**src/rtl/semtbl_pkg.sv**
```systemverilog
// ----------------------------------------------------------------------------
// semtbl_pkg
// Request and result types, operation and status codes, and the command and
// status bundles between the semaphore table controller and datapath.
// ----------------------------------------------------------------------------
package semtbl_pkg;

    localparam logic [2:0] OP_INIT  = 3'd0;
    localparam logic [2:0] OP_OPEN  = 3'd1;
    localparam logic [2:0] OP_CLOSE = 3'd2;
    localparam logic [2:0] OP_WAIT  = 3'd3;
    localparam logic [2:0] OP_POST  = 3'd4;

    localparam logic [1:0] ST_DONE   = 2'd0;
    localparam logic [1:0] ST_ERROR  = 2'd1;
    localparam logic [1:0] ST_QUEUED = 2'd2;

    localparam logic [7:0] COUNT_MAX = 8'hFF;

    typedef struct packed {
        logic [2:0] func;
        logic [7:0] sem_id;
        logic [7:0] init_value;
        logic [7:0] requester_pid;
    } req_t;

    typedef struct packed {
        logic [1:0] status;
        logic       wake_valid;
        logic [7:0] wake_pid;
    } res_t;

    // controller to datapath
    typedef struct packed {
        logic load;
        logic exec;
        logic wake;
    } ctrl_cmd_t;

    // datapath to controller
    typedef struct packed {
        logic need_wake;
    } dp_stat_t;

endpackage

```
**src/rtl/semtbl_ctrl.sv**
```systemverilog
// ----------------------------------------------------------------------------
// semtbl_ctrl
// Sequencer for the semaphore table: accept a request, run the entry
// read-modify-write, and fetch the released waiter when a post wakes one.
// ----------------------------------------------------------------------------
module semtbl_ctrl (
    input  logic                   clk,
    input  logic                   rst_n,
    input  logic                   start,
    output logic                   busy,
    output semtbl_pkg::ctrl_cmd_t  cmd,
    input  semtbl_pkg::dp_stat_t   stat
);
    import semtbl_pkg::*;

    typedef enum logic [2:0] {
        S_IDLE = 3'b001,
        S_EXEC = 3'b010,
        S_WAKE = 3'b100
    } state_t;

    state_t state_reg;
    state_t state_next;

    always_ff @(posedge clk or negedge rst_n)
    begin
        if (!rst_n)
        begin
            state_reg <= S_IDLE;
        end
        else
        begin
            state_reg <= state_next;
        end
    end

    always_comb
    begin
        state_next = state_reg;
        cmd        = '0;
        busy       = 1'b1;
        case (state_reg)
            S_IDLE:
            begin
                busy = 1'b0;
                if (start)
                begin
                    cmd.load   = 1'b1;
                    state_next = S_EXEC;
                end
            end
            S_EXEC:
            begin
                cmd.exec   = 1'b1;
                state_next = stat.need_wake ? S_WAKE : S_IDLE;
            end
            S_WAKE:
            begin
                cmd.wake   = 1'b1;
                state_next = S_IDLE;
            end
            default:
            begin
                state_next = S_IDLE;
            end
        endcase
    end

`ifndef SYNTH
    a_cmd_onehot: assert property (@(posedge clk) disable iff (!rst_n)
        $onehot0({cmd.load, cmd.exec, cmd.wake}))
        else $error("controller issued more than one command");

    a_load_then_exec: assert property (@(posedge clk) disable iff (!rst_n)
        cmd.load |=> cmd.exec)
        else $error("accepted request not executed in the next cycle");

    a_wake_after_exec: assert property (@(posedge clk) disable iff (!rst_n)
        cmd.wake |-> $past(cmd.exec && stat.need_wake))
        else $error("waiter fetch without a post that needs it");
`endif

endmodule

```
**config.mk**
```make
export PLATFORM = sky130hd
export DESIGN_NAME = semtbl_ctrl
export DESIGN_NICKNAME = d
export VERILOG_FILES = /design/src/rtl/semtbl_pkg.sv /design/src/rtl/semtbl_ctrl.sv
export SDC_FILE = /design/constraint.sdc
export NUM_CORES = 1
export LEC_CHECK = 0
export ABC_CLOCK_PERIOD_IN_PS = 1360
export BUFFER_PORTS_ARGS = -buffer_cell sky130_fd_sc_hd__buf_4
export CAP_MARGIN = 20
export CORE_AREA = 2 2 39 41
export CTS_CLUSTER_SIZE = 10
export DETAILED_ROUTE_END_ITERATION = 12
export DIE_AREA = 0 0 41 43
export HOLD_SLACK_MARGIN = 0.05
export PLACE_DENSITY = 0.34
export SLEW_MARGIN = 5
export SYNTH_ARGS = -nofsm -noshare
export SYNTH_HDL_FRONTEND = slang
export SYNTH_SLANG_ARGS = --single-unit
```
**constraint.sdc**
```tcl
create_clock -name clk -period 1.36 [get_ports clk]
set_input_delay 0.272 -clock clk [delete_from_list [all_inputs] [get_ports clk]]
set_output_delay 0.272 -clock clk [all_outputs]
set_load 0.02 [all_outputs]
```
# == After elaboration in Yosys (flattened, before gate mapping) ==
# Index checks and enable logic that the tools add are counted.
# op_classes
mux,8
n_eq_ne,4
# ops
operator,count
3-bit two-way mux,2
3-bit case mux with 2 select lines,1
1-bit two-way mux,5
3-bit by 1-bit equality test with 1-bit output (second input constant),1
3-bit by 2-bit equality test with 1-bit output (second input constant),1
3-bit equality test (second input constant),1
2-bit inequality test (second input constant),1
# totals
in_bits,4
ff_bits,3
elab_cells,13
output_inout_bits,4

# == Longest topological paths before layout ==
# Gate-level depths: netlist of run 1.
# logic_depth
depth_word,2
ltp_mapped,2
mapped_depth_nobuf,2

# == Least setup slack after synthesis of run 1 ==
# No wires, ideal clock.
# synth_timing
kind,register to output
startpoint,register state_reg[0]
endpoint,output port busy
t_required_ps,1088
path_buffers,0
t_arrival_ps,975
path_stages_with_launch,2
setup_slack_ps,113
cell_sequence,dfstp_2 -> or3b_1
# synth_via
elab_chain_len,2
# synth_rtl
element,line_no,rtl
start: declaration,semtbl_ctrl.sv:22,state_t state_reg;
start signal: assignment,semtbl_ctrl.sv:33,state_reg <= state_next;
3-bit by 1-bit equality test with 1-bit output,semtbl_ctrl.sv:42,case (state_reg)
1-bit two-way mux,semtbl_ctrl.sv:42,
end: declaration,semtbl_ctrl.sv:10,"output logic busy,"
# No other way between the ends.

# == Worst setup path after layout of run 1 ==
# Ends and elaborated chain as after synthesis.

==> results by group, run 1 <==
Timing
  • Final hold violation count: 0
  • Post-Route Hold Slack: 0.362 ns
  • Worst Max-Slew Pin Slew: 0.160 ns
  • Worst slew margin relative to its limit: 89.3%
  • Clock tree skew after final layout: 0.00171 ns
  • Portion of the clock cycle consumed by the worst path in the final layout: 113%
  • Setup repair after global routing missed its margin: yes
  • Final critical path time including I/O delays and setup: 1.53 ns
  • Final setup fails: 4
  • Final worst slack: -0.171 ns
  • Total Neg Setup Slack: -0.308 ns
  • Peak Freq: 653 MHz
  • Count of pins over their slew limit: 0

Clocking
  • Maximum buffer depth of the clock tree: 2
  • Clock Root Buffer: sky130_fd_sc_hd__clkbuf_4
  • Clock insertion delay at the later pin of the skew report: 0.23 ns
  • Number of clock buffers inserted by TritonCTS: 3
  • CTS tree: yes
  • Clock tree sinks: 3
  • Clk pin slew, worst setup/hold paths: 0.04 ns
  • H-tree Lvls: 1

Placement
  • IO buf count: 7
  • Global placer's final weighted congestion: 0.547

Yosys
  • Synth top area share: 35.4%
  • Async S/R FF share, synth: 100%
  • Top_reg_cell synth: sky130_fd_sc_hd__dfrtp_1
  • Top cells by area, synth: sky130_fd_sc_hd__dfrtp_1, sky130_fd_sc_hd__dfstp_2, sky130_fd_sc_hd__and4bb_1
  • Cell accounting for the most synthesized area: sky130_fd_sc_hd__dfrtp_1
  • Flops & latches, synth: 3
  • Number of flops mapped to enable cells by yosys: 0
  • Avg Synthesized Cell Area: 14.1 µm²
  • Sequential cell area fraction in the yosys report: 54.0%
  • Net count after synthesis: 14
  • Gate count after technology mapping: 10
  • Most common library cells after synthesis: sky130_fd_sc_hd__and4bb_1, sky130_fd_sc_hd__dfrtp_1, sky130_fd_sc_hd__nor3b_1
  • Cell Area, Synth: 141 µm²
  • Count of cell types in the netlist: 7
  • Synth warn: 0

Run status
  • Run status: complete, but fails checks
  • Failing checks: negative setup slack

Power
  • Internal Power: 0.310 mW
  • Combinational Power Share: 35.6%
  • Sw Share: 27.4%
  • Part of the power in the clock network: 36.2%
  • Power density normalized to cell area: 1410 nW/µm²
  • Static power due to leakage: 0.142 nW
  • Portion of total power attributed to sequential cells: 28.2%
  • IR drop worst, VDD: 0.000561 V
  • Switching power of the nets: 0.117 mW

Detailed routing
  • Via total after detailed routing: 141
  • Final ANT Viol Nets: 0
  • DRC Markers: 0
  • Initial DRT Pass Iterations: 1
  • Wire length reported by the detailed router: 362 µm
  • Average wire per cell in the routed design: 8.62 µm
  • Detailed-route vias per instance: 3.36
  • First DRT Iteration DRCs: 0

Cells and area
  • Area growth syn-to-layout: 113%
  • Multi-input logic area: 75.1 µm²
  • Fillers: 152
  • Share of layout cells above drive strength 1: 69.2%
  • Post-layout nets: 31
  • End-of-flow core utilization: 21.8%
  • Antenna diode count: 0
  • Number of flip-flops in the largest register: 3
  • Sequential Area: 76.3 µm²

Floorplan
  • Die extent in x: 41 µm
  • Starting density of the core: 10.2%
  • Placeable Area: 1380 µm²
  • Io pins: 8
  • Row count: 14
  • Die Y: 43 µm
  • Die area: 1760 µm²

Critical path
  • Critical path endpoint category: primary output
  • Max FO, Critical Path: 3
  • Startpoint Class: flip-flop
  • Delay of the slowest cell on the worst path: 0.53 ns
  • Data arrival, critical path: 1.26 ns
  • Series of cell instances along the critical path: or3b_1 -> buf_6
  • Worst path required time: 1.09 ns
  • Slowest-stage cell, CP: sky130_fd_sc_hd__dfstp_2
  • Setup Crit Path Kind: flip-flop to primary output

GRT
  • Wire length of the first global-routing pass: 524 µm
  • Antenna violations before repair: 0
  • GRT overflow: 0
  • Gr usage total: 4.93%
  • Maximum number of pins on one net before global-route repair: 7
  • Via count of the first global-routing pass: 144

Run
  • Max-capacitance violation count: 0

Worst hold path
  • Type of the most critical hold path: input port to async pin
## stage by stage
stage | worst slack (ns) | instances | total power, mW | instance area (µm²)
2_1_floorplan | 0.113 | 10 | 0.174 | 141
3_3_place_gp | 0.0473 | 33 | 0.215 | 214
3_5_place_dp | 0.0292 | 33 | 0.218 | 214
4_1_cts | -0.186 | 40 | 0.414 | 278
5_1_grt | -0.199 | 42 | 0.451 | 302
6_report | -0.171 | 42 | 0.427 | 302
## power by group through the flow
stage	Clock [mW]	Combinational [mW]	Sequential, mW
global placement	0	0.0925	0.123
floorplan	0	0.0544	0.120
finish	0.154	0.152	0.120
detailed placement	0	0.0944	0.124
global route	0.168	0.160	0.123
CTS	0.164	0.130	0.119
## worst max-delay path, delay by kind of cell, from the launching register on
kind	cells	cell delay (ns)
buffers and inverters	1	0.14
AND/OR/NAND/NOR	1	0.36
flip-flops	1	0.53
## cells by family after synthesis
logic type | count (synthesis) | share of synthesized area, %
flops | 3 | 54.0
simple gates | 7 | 46.0
## worst paths after layout
path                       cells past startpoint            to  slack, ns         start
max in group asynchronous                      2  state_reg[0]       0.81         rst_n
setup reg to reg                               4  state_reg[0]       0.27  state_reg[2]
setup / recovery                               2          busy      -0.17  state_reg[0]
hold / removal                                 2  state_reg[1]       0.36         rst_n
hold reg to reg                                1  state_reg[2]       0.68  state_reg[1]
min in group clk                               2  state_reg[2]       0.37          stat
## repair_timing
action                                  in CTS  in global routing
hold endpoints to repair                     3                  0
gates resized for setup                      3                  2
endpoints found under the setup margin       2                  4
hold buffers                                 1                  0
pin swaps                                    1                  1
buffers inserted                             2                  2
## routing by layer
layer | wire, µm | GRT usage, %
met1 | 171 | 5.52
met2 | 139 | 5.31
met3 | 51 | 3.14
met4 | 0 | 6.00
met5 | 0 | 0
## cell type report
cell class | count | share of cell area, %
sequential | 3 | 25.3
multi-input combinational | 7 | 24.9
timing repair buffer | 12 | 34.4
clock buffer | 4 | 8.71
tap | 16 | 6.64
## layout by cell type (no fill, tap or decap)
cell | synthesis | final
sky130_fd_sc_hd__dfstp_2 | 1 | 1
sky130_fd_sc_hd__dlygate4sd3_1 | 0 | 1
sky130_fd_sc_hd__and4bb_1 | 2 | 2
sky130_fd_sc_hd__clkbuf_1 | 0 | 1
sky130_fd_sc_hd__buf_4 | 0 | 8
sky130_fd_sc_hd__nor3b_2 | 0 | 2
sky130_fd_sc_hd__nor2_1 | 1 | 1
sky130_fd_sc_hd__and4bb_2 | 1 | 1
sky130_fd_sc_hd__clkbuf_4 | 0 | 3
sky130_fd_sc_hd__or3b_1 | 1 | 1
sky130_fd_sc_hd__dfrtp_1 | 2 | 2
sky130_fd_sc_hd__buf_6 | 0 | 3
No activity file was read; power rests on OpenSTA's default activity.
==> run 2, diff against run 1 <==
--- a/config.mk
+++ b/config.mk
@@ -13,7 +13,8 @@
 export DETAILED_ROUTE_END_ITERATION = 12
 export DIE_AREA = 0 0 41 43
 export HOLD_SLACK_MARGIN = 0.05
-export PLACE_DENSITY = 0.34
+export PLACE_DENSITY = 0.3
+export SETUP_SLACK_MARGIN = 0.15
 export SLEW_MARGIN = 5
 export SYNTH_ARGS = -nofsm -noshare
 export SYNTH_HDL_FRONTEND = slang
==> results by group, run 2 (synthesis gave the netlist of run 1 again) <==
Cells and area
  • Area growth syn-to-layout: 112%
  • Share of layout cells above drive strength 1: 73.1% (+3.8 points)
  • Most common library cell in the layout ignoring fill and taps: sky130_fd_sc_hd__buf_4
  • Post-layout nets: 31 (unchanged)
  • Finished Layout Cells: 42 (unchanged)
  • Number of flip-flops in the largest register: 3 (unchanged)
  • Antenna diode count: 0 (unchanged)
  • Most frequent cells in the layout: sky130_fd_sc_hd__buf_4, sky130_fd_sc_hd__clkbuf_4
  • End-of-flow core utilization: 21.7% (-0.090 points)

Detailed routing
  • Average wire per cell in the routed design: 8.57 µm (-0.55%)
  • First DRT Iteration DRCs: 0 (unchanged)
  • Wire length reported by the detailed router: 360 µm (-0.55%)
  • DRC Markers: 0 (unchanged)
  • Via total after detailed routing: 143 (+1.4%)
  • Detailed-route vias per instance: 3.40 (+1.4%)
  • Final ANT Viol Nets: 0 (unchanged)
  • Initial DRT Pass Iterations: 1 (unchanged)

Floorplan
  • Row count: 14 (unchanged)
  • Die area: 1760 µm² (unchanged)
  • Die Y: 43 µm (unchanged)
  • Die extent in x: 41 µm (unchanged)
  • Starting density of the core: 10.2% (unchanged)
  • Io pins: 8 (unchanged)
  • Placeable Area: 1380 µm² (unchanged)

Clocking
  • Clk pin slew, worst setup/hold paths: 0.04 ns (about the same)
  • H-tree Lvls: 1 (unchanged)
  • Clock Root Buffer: sky130_fd_sc_hd__clkbuf_4
  • Maximum buffer depth of the clock tree: 2 (unchanged)
  • Clock insertion delay at the later pin of the skew report: 0.23 ns (about the same)
  • Number of clock buffers inserted by TritonCTS: 3 (unchanged)
  • CTS tree: yes
  • Clock tree sinks: 3 (unchanged)

Timing
  • Peak Freq: 652 MHz (-0.15%)
  • Worst Max-Slew Pin Slew: 0.168 ns (+0.00833 ns)
  • Final setup fails: 2 (-2)
  • Worst slew margin relative to its limit: 88.8% (-0.56 points)
  • Final worst slack: -0.173 ns (-0.00228 ns)
  • Setup repair after global routing missed its margin: yes
  • Count of pins over their slew limit: 0 (unchanged)
  • Clock tree skew after final layout: 0.000594 ns (-0.00112 ns)
  • Portion of the clock cycle consumed by the worst path in the final layout: 113% (+0.17 points)
  • Final hold violation count: 0 (unchanged)
  • Final critical path time including I/O delays and setup: 1.53 ns (+0.00228 ns)

Power
  • Power density normalized to cell area: 1420 nW/µm² (+0.40%)
  • Static power due to leakage: 0.139 nW (-1.8%)
  • Total Power Consumption: 0.426 mW (about the same)
  • IR drop worst, VDD: 0.000288 V (-49%)

Run status
  • Run status: complete, but fails checks
  • Failing checks: negative setup slack

Critical path
  • Startpoint Class: flip-flop
  • Worst path required time: 1.09 ns (about the same)
  • Data arrival, critical path: 1.26 ns (about the same)
  • Critical path endpoint category: primary output
  • Max FO, Critical Path: 3 (unchanged)
  • Setup Crit Path Kind: flip-flop to primary output

Placement
  • IO buf count: 7 (unchanged)
  • Number of placed instances, taps included: 34 (+3.0%)
  • Global placer's final weighted congestion: 0.496 (-9.4%)

Worst hold path
  • Type of the most critical hold path: input port to async pin

GRT
  • Wire length of the first global-routing pass: 593 µm (+13%)
  • Gr usage total: 5.53% (+0.60 points)
  • Via count of the first global-routing pass: 165 (+15%)
  • Maximum number of pins on one net before global-route repair: 7 (unchanged)
  • GRT overflow: 0 (unchanged)
  • Antenna violations before repair: 0 (unchanged)

Run
  • Max-capacitance violation count: 0 (unchanged)
-- run 2: cell count changes in the layout (fill, tap and decap cells not counted) --
cell	before	now
sky130_fd_sc_hd__buf_6	3	2
sky130_fd_sc_hd__or3b_4	0	1
sky130_fd_sc_hd__buf_4	8	9
sky130_fd_sc_hd__or3b_1	1	0
-- run 2: power by group --
group / switching [mW] / internal, mW / leakage [nW] / total, mW
Sequential: 0.0134 / 0.107 / 0.0372 / 0.121
Combinational: 0.0564 / 0.0963 / 0.0873 / 0.153
Clock: 0.0432 / 0.110 / 0.0150 / 0.153
Total: 0.113 / 0.313 / 0.139 / 0.426
-- run 2: routing by layer --
metal / part of all wire (%) / track usage, % / up-vias
li1: - / - / 72
met1: 36 / 4.85 / 63
met2: 48 / 7.81 / 8
met3: 16 / 3.14 / 0
met4: 0 / 6.00 / 0
met5: 0 / 0 / -
-- run 2: worst max-delay path: stages (launching register included) --
cell	delay [ns]
sky130_fd_sc_hd__dfstp_2	0.52
sky130_fd_sc_hd__or3b_4	0.37
sky130_fd_sc_hd__buf_6	0.14
-- run 2: area by class of cell --
class | instances | area [µm²]
repair buffers | 12 | 100
multi-input cells | 7 | 77.6
fillers | 157 | 1080
well taps | 16 | 20.0
flip-flops and latches | 3 | 76.3
clock buffers | 4 | 26.3
-- run 2: what timing repair did --
item / 4_1_cts / 5_1_grt
endpoints found under the hold margin: 3 / 0
gates resized for setup: 4 / 0
setup endpoints to repair: 4 / 4
buffers inserted: 2 / 1
hold buffers: 1 / 0
gates cloned: 0 / 0
pin swaps: 1 / 0
-- run 2: through the flow --
stage	setup slack, ns	hold WS (ns)	area, µm²	setup TNS (ns)
after CTS	-0.192	0.358	293	-0.332
final	-0.173	0.366	300	-0.287
after floorplan	0.145	-0.0236	144	0
after global routing	-0.194	0.376	300	-0.345
after detailed placement	0.0311	0.0649	224	0
after global placement	0.0452	0.0649	224	0
-- run 2: worst paths after layout --
| kind | startpoint | endpoint | slack (ns) | cells past startpoint |
|---|---|---|---|---|
| max | state_reg[0] | busy | -0.17 | 2 |
| min | rst_n | state_reg[1] | 0.37 | 2 |
| max reg2reg | state_reg[0] | state_reg[0] | 0.21 | 5 |
| min reg2reg | state_reg[1] | state_reg[1] | 0.70 | 1 |
| max in group asynchronous | rst_n | state_reg[0] | 0.80 | 2 |
| min in group clk | start | state_reg[1] | 0.37 | 2 |
==> run 3, diff against run 2 <==
--- a/config.mk
+++ b/config.mk
@@ -5,7 +5,7 @@
 export SDC_FILE = /design/constraint.sdc
 export NUM_CORES = 1
 export LEC_CHECK = 0
-export ABC_CLOCK_PERIOD_IN_PS = 1360
+export ABC_CLOCK_PERIOD_IN_PS = 1500
 export BUFFER_PORTS_ARGS = -buffer_cell sky130_fd_sc_hd__buf_4
 export CAP_MARGIN = 20
 export CORE_AREA = 2 2 39 41
==> constraint.sdc (replaced) <==
create_clock -name clk -period 1.5 [get_ports clk]
set_input_delay 0.3 -clock clk [delete_from_list [all_inputs] [get_ports clk]]
set_output_delay 0.3 -clock clk [all_outputs]
set_load 0.02 [all_outputs]
==> results by group, run 3 (synthesis gave the netlist of run 1 again) <==
Run status
  • Run status: complete, but fails checks
  • Failing checks: negative setup slack

Critical path
  • Critical path endpoint category: primary output
  • Worst path required time: 1.20 ns (+0.11 ns)
  • Slowest-stage cell, CP: sky130_fd_sc_hd__dfstp_2
  • Series of cell instances along the critical path: or3b_1 -> buf_6
  • Max FO, Critical Path: 3 (unchanged)
  • Delay of the slowest cell on the worst path: 0.53 ns (about the same)
  • Startpoint Class: flip-flop
  • Worst reg2reg startpoint: state_reg[0]
  • Setup Crit Path Kind: flip-flop to primary output
  • Source of the critical timing path: state_reg[0]
  • Data arrival, critical path: 1.26 ns (about the same)

Power
  • Portion of total power attributed to sequential cells: 28.8% (+0.5 points)
  • Sw Share: 27.1% (+0.61 points)
  • IR drop worst, VDD: 0.000385 V (+34%)
  • Power density normalized to cell area: 1300 nW/µm² (-8.1%)
  • Internal Power: 0.275 mW (-12%)
  • Switching power of the nets: 0.102 mW (-9.5%)
  • Part of the power in the clock network: 37.4% (+1.5 points)
  • Combinational Power Share: 33.8% (-2.0 points)
  • Static power due to leakage: 0.136 nW (-2.6%)

Cells and area
  • Area growth syn-to-layout: 104%
  • Finished Layout Cells: 41 (-2.4%)
  • Post-layout nets: 30 (-3.2%)
  • Most frequent cells in the layout: sky130_fd_sc_hd__buf_4, sky130_fd_sc_hd__clkbuf_4, sky130_fd_sc_hd__buf_6
  • Most common library cell in the layout ignoring fill and taps: sky130_fd_sc_hd__buf_4
  • Antenna diode count: 0 (unchanged)
  • Share of layout cells above drive strength 1: 64.0% (-9.1 points)
  • Cell area after layout: 289 µm² (-3.8%)
  • Number of flip-flops in the largest register: 3 (unchanged)

Detailed routing
  • First DRT Iteration DRCs: 0 (unchanged)
  • Initial DRT Pass Iterations: 1 (unchanged)
  • Top metal layer carrying routed signals: met4
  • Wire length reported by the detailed router: 353 µm (-1.9%)
  • Average wire per cell in the routed design: 8.61 µm (+0.45%)
  • Detailed-route vias per instance: 3.39 (-0.43%)
  • DRC Markers: 0 (unchanged)
  • Met2 WL post-DR: 120 µm (-31%)
  • Sum of met3 wire segment lengths after detailed routing: 39 µm (-30%)
  • Final ANT Viol Nets: 0 (unchanged)
  • Sum of routed wire segments on met1: 177 µm (+36%)
  • Via total after detailed routing: 139 (-2.8%)

Clocking
  • Clock Root Buffer: sky130_fd_sc_hd__clkbuf_4
  • H-tree Lvls: 1 (unchanged)
  • Maximum buffer depth of the clock tree: 2 (unchanged)
  • Clock tree sinks: 3 (unchanged)
  • Number of clock buffers inserted by TritonCTS: 3 (unchanged)
  • Clock insertion delay at the later pin of the skew report: 0.23 ns (about the same)
  • CTS tree: yes
  • Clk pin slew, worst setup/hold paths: 0.04 ns (about the same)

GRT
  • Gr usage total: 5.53% (unchanged)
  • GRT overflow: 0 (unchanged)
  • Wire length of the first global-routing pass: 558 µm (-5.9%)
  • Via count of the first global-routing pass: 143 (-13%)
  • Maximum number of pins on one net before global-route repair: 7 (unchanged)
  • Antenna violations before repair: 0 (unchanged)

Timing
  • Final critical path time including I/O delays and setup: 1.56 ns
  • Portion of the clock cycle consumed by the worst path in the final layout: 104%
  • Final worst slack: -0.0650 ns (+0.108 ns)
  • Worst Max-Slew Pin Slew: 0.190 ns (+0.0219 ns)
  • Peak Freq: 639 MHz
  • Setup repair after global routing missed its margin: yes
  • Count of pins over their slew limit: 0 (unchanged)
  • Worst slew margin relative to its limit: 87.3% (-1.5 points)
  • Final hold violation count: 0 (unchanged)
  • Final setup fails: 2 (unchanged)
  • Clock tree skew after final layout: 0.00172 ns (+0.00112 ns)

Placement
  • Half-perimeter wire length of the detailed placement result: 229 µm
  • Pre-CTS WS: 0.151 ns (+0.120 ns)
  • Number of placed instances, taps included: 33 (-2.9%)
  • Post-place instance area: 214 µm² (-4.5%)
  • Global placer's final weighted congestion: 0.583 (+18%)
  • IO buf count: 7 (unchanged)

Floorplan
  • Placeable Area: 1380 µm² (unchanged)
  • Die area: 1760 µm² (unchanged)
  • Die extent in x: 41 µm (unchanged)
  • Row count: 14 (unchanged)
  • Die Y: 43 µm (unchanged)
  • Io pins: 8 (unchanged)
  • Starting density of the core: 10.2% (unchanged)

Run
  • Max-capacitance violation count: 0 (unchanged)

Worst hold path
  • Type of the most critical hold path: input port to async pin
-- run 3: cell count changes in the layout (fill, tap and decap cells not counted) --
cell                      change
sky130_fd_sc_hd__buf_4        -2
sky130_fd_sc_hd__buf_6        +1
sky130_fd_sc_hd__nor3b_1      +1
sky130_fd_sc_hd__nor3b_2      -1
sky130_fd_sc_hd__or3b_1       +1
sky130_fd_sc_hd__or3b_4       -1
-- run 3: cell type report --
class,count,area (µm²)
Fill cell,155,1090
Timing Repair Buffer,11,96.3
Sequential cell,3,76.3
Multi-Input combinational cell,7,70.1
Clock buffer,4,26.3
Tap cell,16,20.0
-- run 3: layer usage --
layer  vias up  GRT usage, %
li1         69             -
met1        58          6.15
met2        10          5.63
met3         2          3.14
met4         0          8.00
met5         -             0
-- run 3: path summary, 6_finish.rpt --
kind | slack [ns] | cells past startpoint | end
worst min-delay path | 0.39 | 2 | state_reg[2]
min in group clk | 0.40 | 2 | state_reg[1]
max in group asynchronous | 0.92 | 2 | state_reg[0]
worst max register to register | 0.41 | 4 | state_reg[0]
worst max-delay path | -0.06 | 2 | busy
worst min register to register | 0.63 | 1 | state_reg[1]
-- run 3: power groups by stage --
stage                     sequential, mW  clock (mW)  combinational [mW]
after floorplan                    0.109           0              0.0494
after global placement             0.113           0              0.0846
after detailed placement           0.112           0              0.0840
after CTS                          0.108       0.151               0.125
after global routing               0.112       0.157               0.138
final                              0.109       0.141               0.128
-- run 3: critical path, delay by kind of cell (launching register included) --
| kind | cells | cell delay, ns |
|---|---|---|
| DFF | 1 | 0.53 |
| buffers and inverters | 1 | 0.14 |
| and+or+nand+nor | 1 | 0.36 |
-- run 3: stage by stage --
stage          total power, mW  setup TNS (ns)  utilization [%]  hold WS (ns)
2_1_floorplan            0.158               0                -       0.00441
3_3_place_gp             0.197               0             15.5        0.0882
3_5_place_dp             0.196               0             15.5        0.0905
4_1_cts                  0.384          -0.111             20.6         0.382
5_1_grt                  0.407          -0.282             20.9         0.394
6_report                 0.377         -0.0879             20.9         0.390
-- run 3: timing repair --
| action | CTS | global route |
|---|---|---|
| cloned | 0 | 0 |
| hold buffers | 1 | 0 |
| buffers inserted | 3 | 0 |
| gates resized for setup | 3 | 1 |
| endpoints found under the setup margin | 3 | 4 |
| hold endpoints to repair | 3 | 0 |
| pin swaps | 2 | 0 |
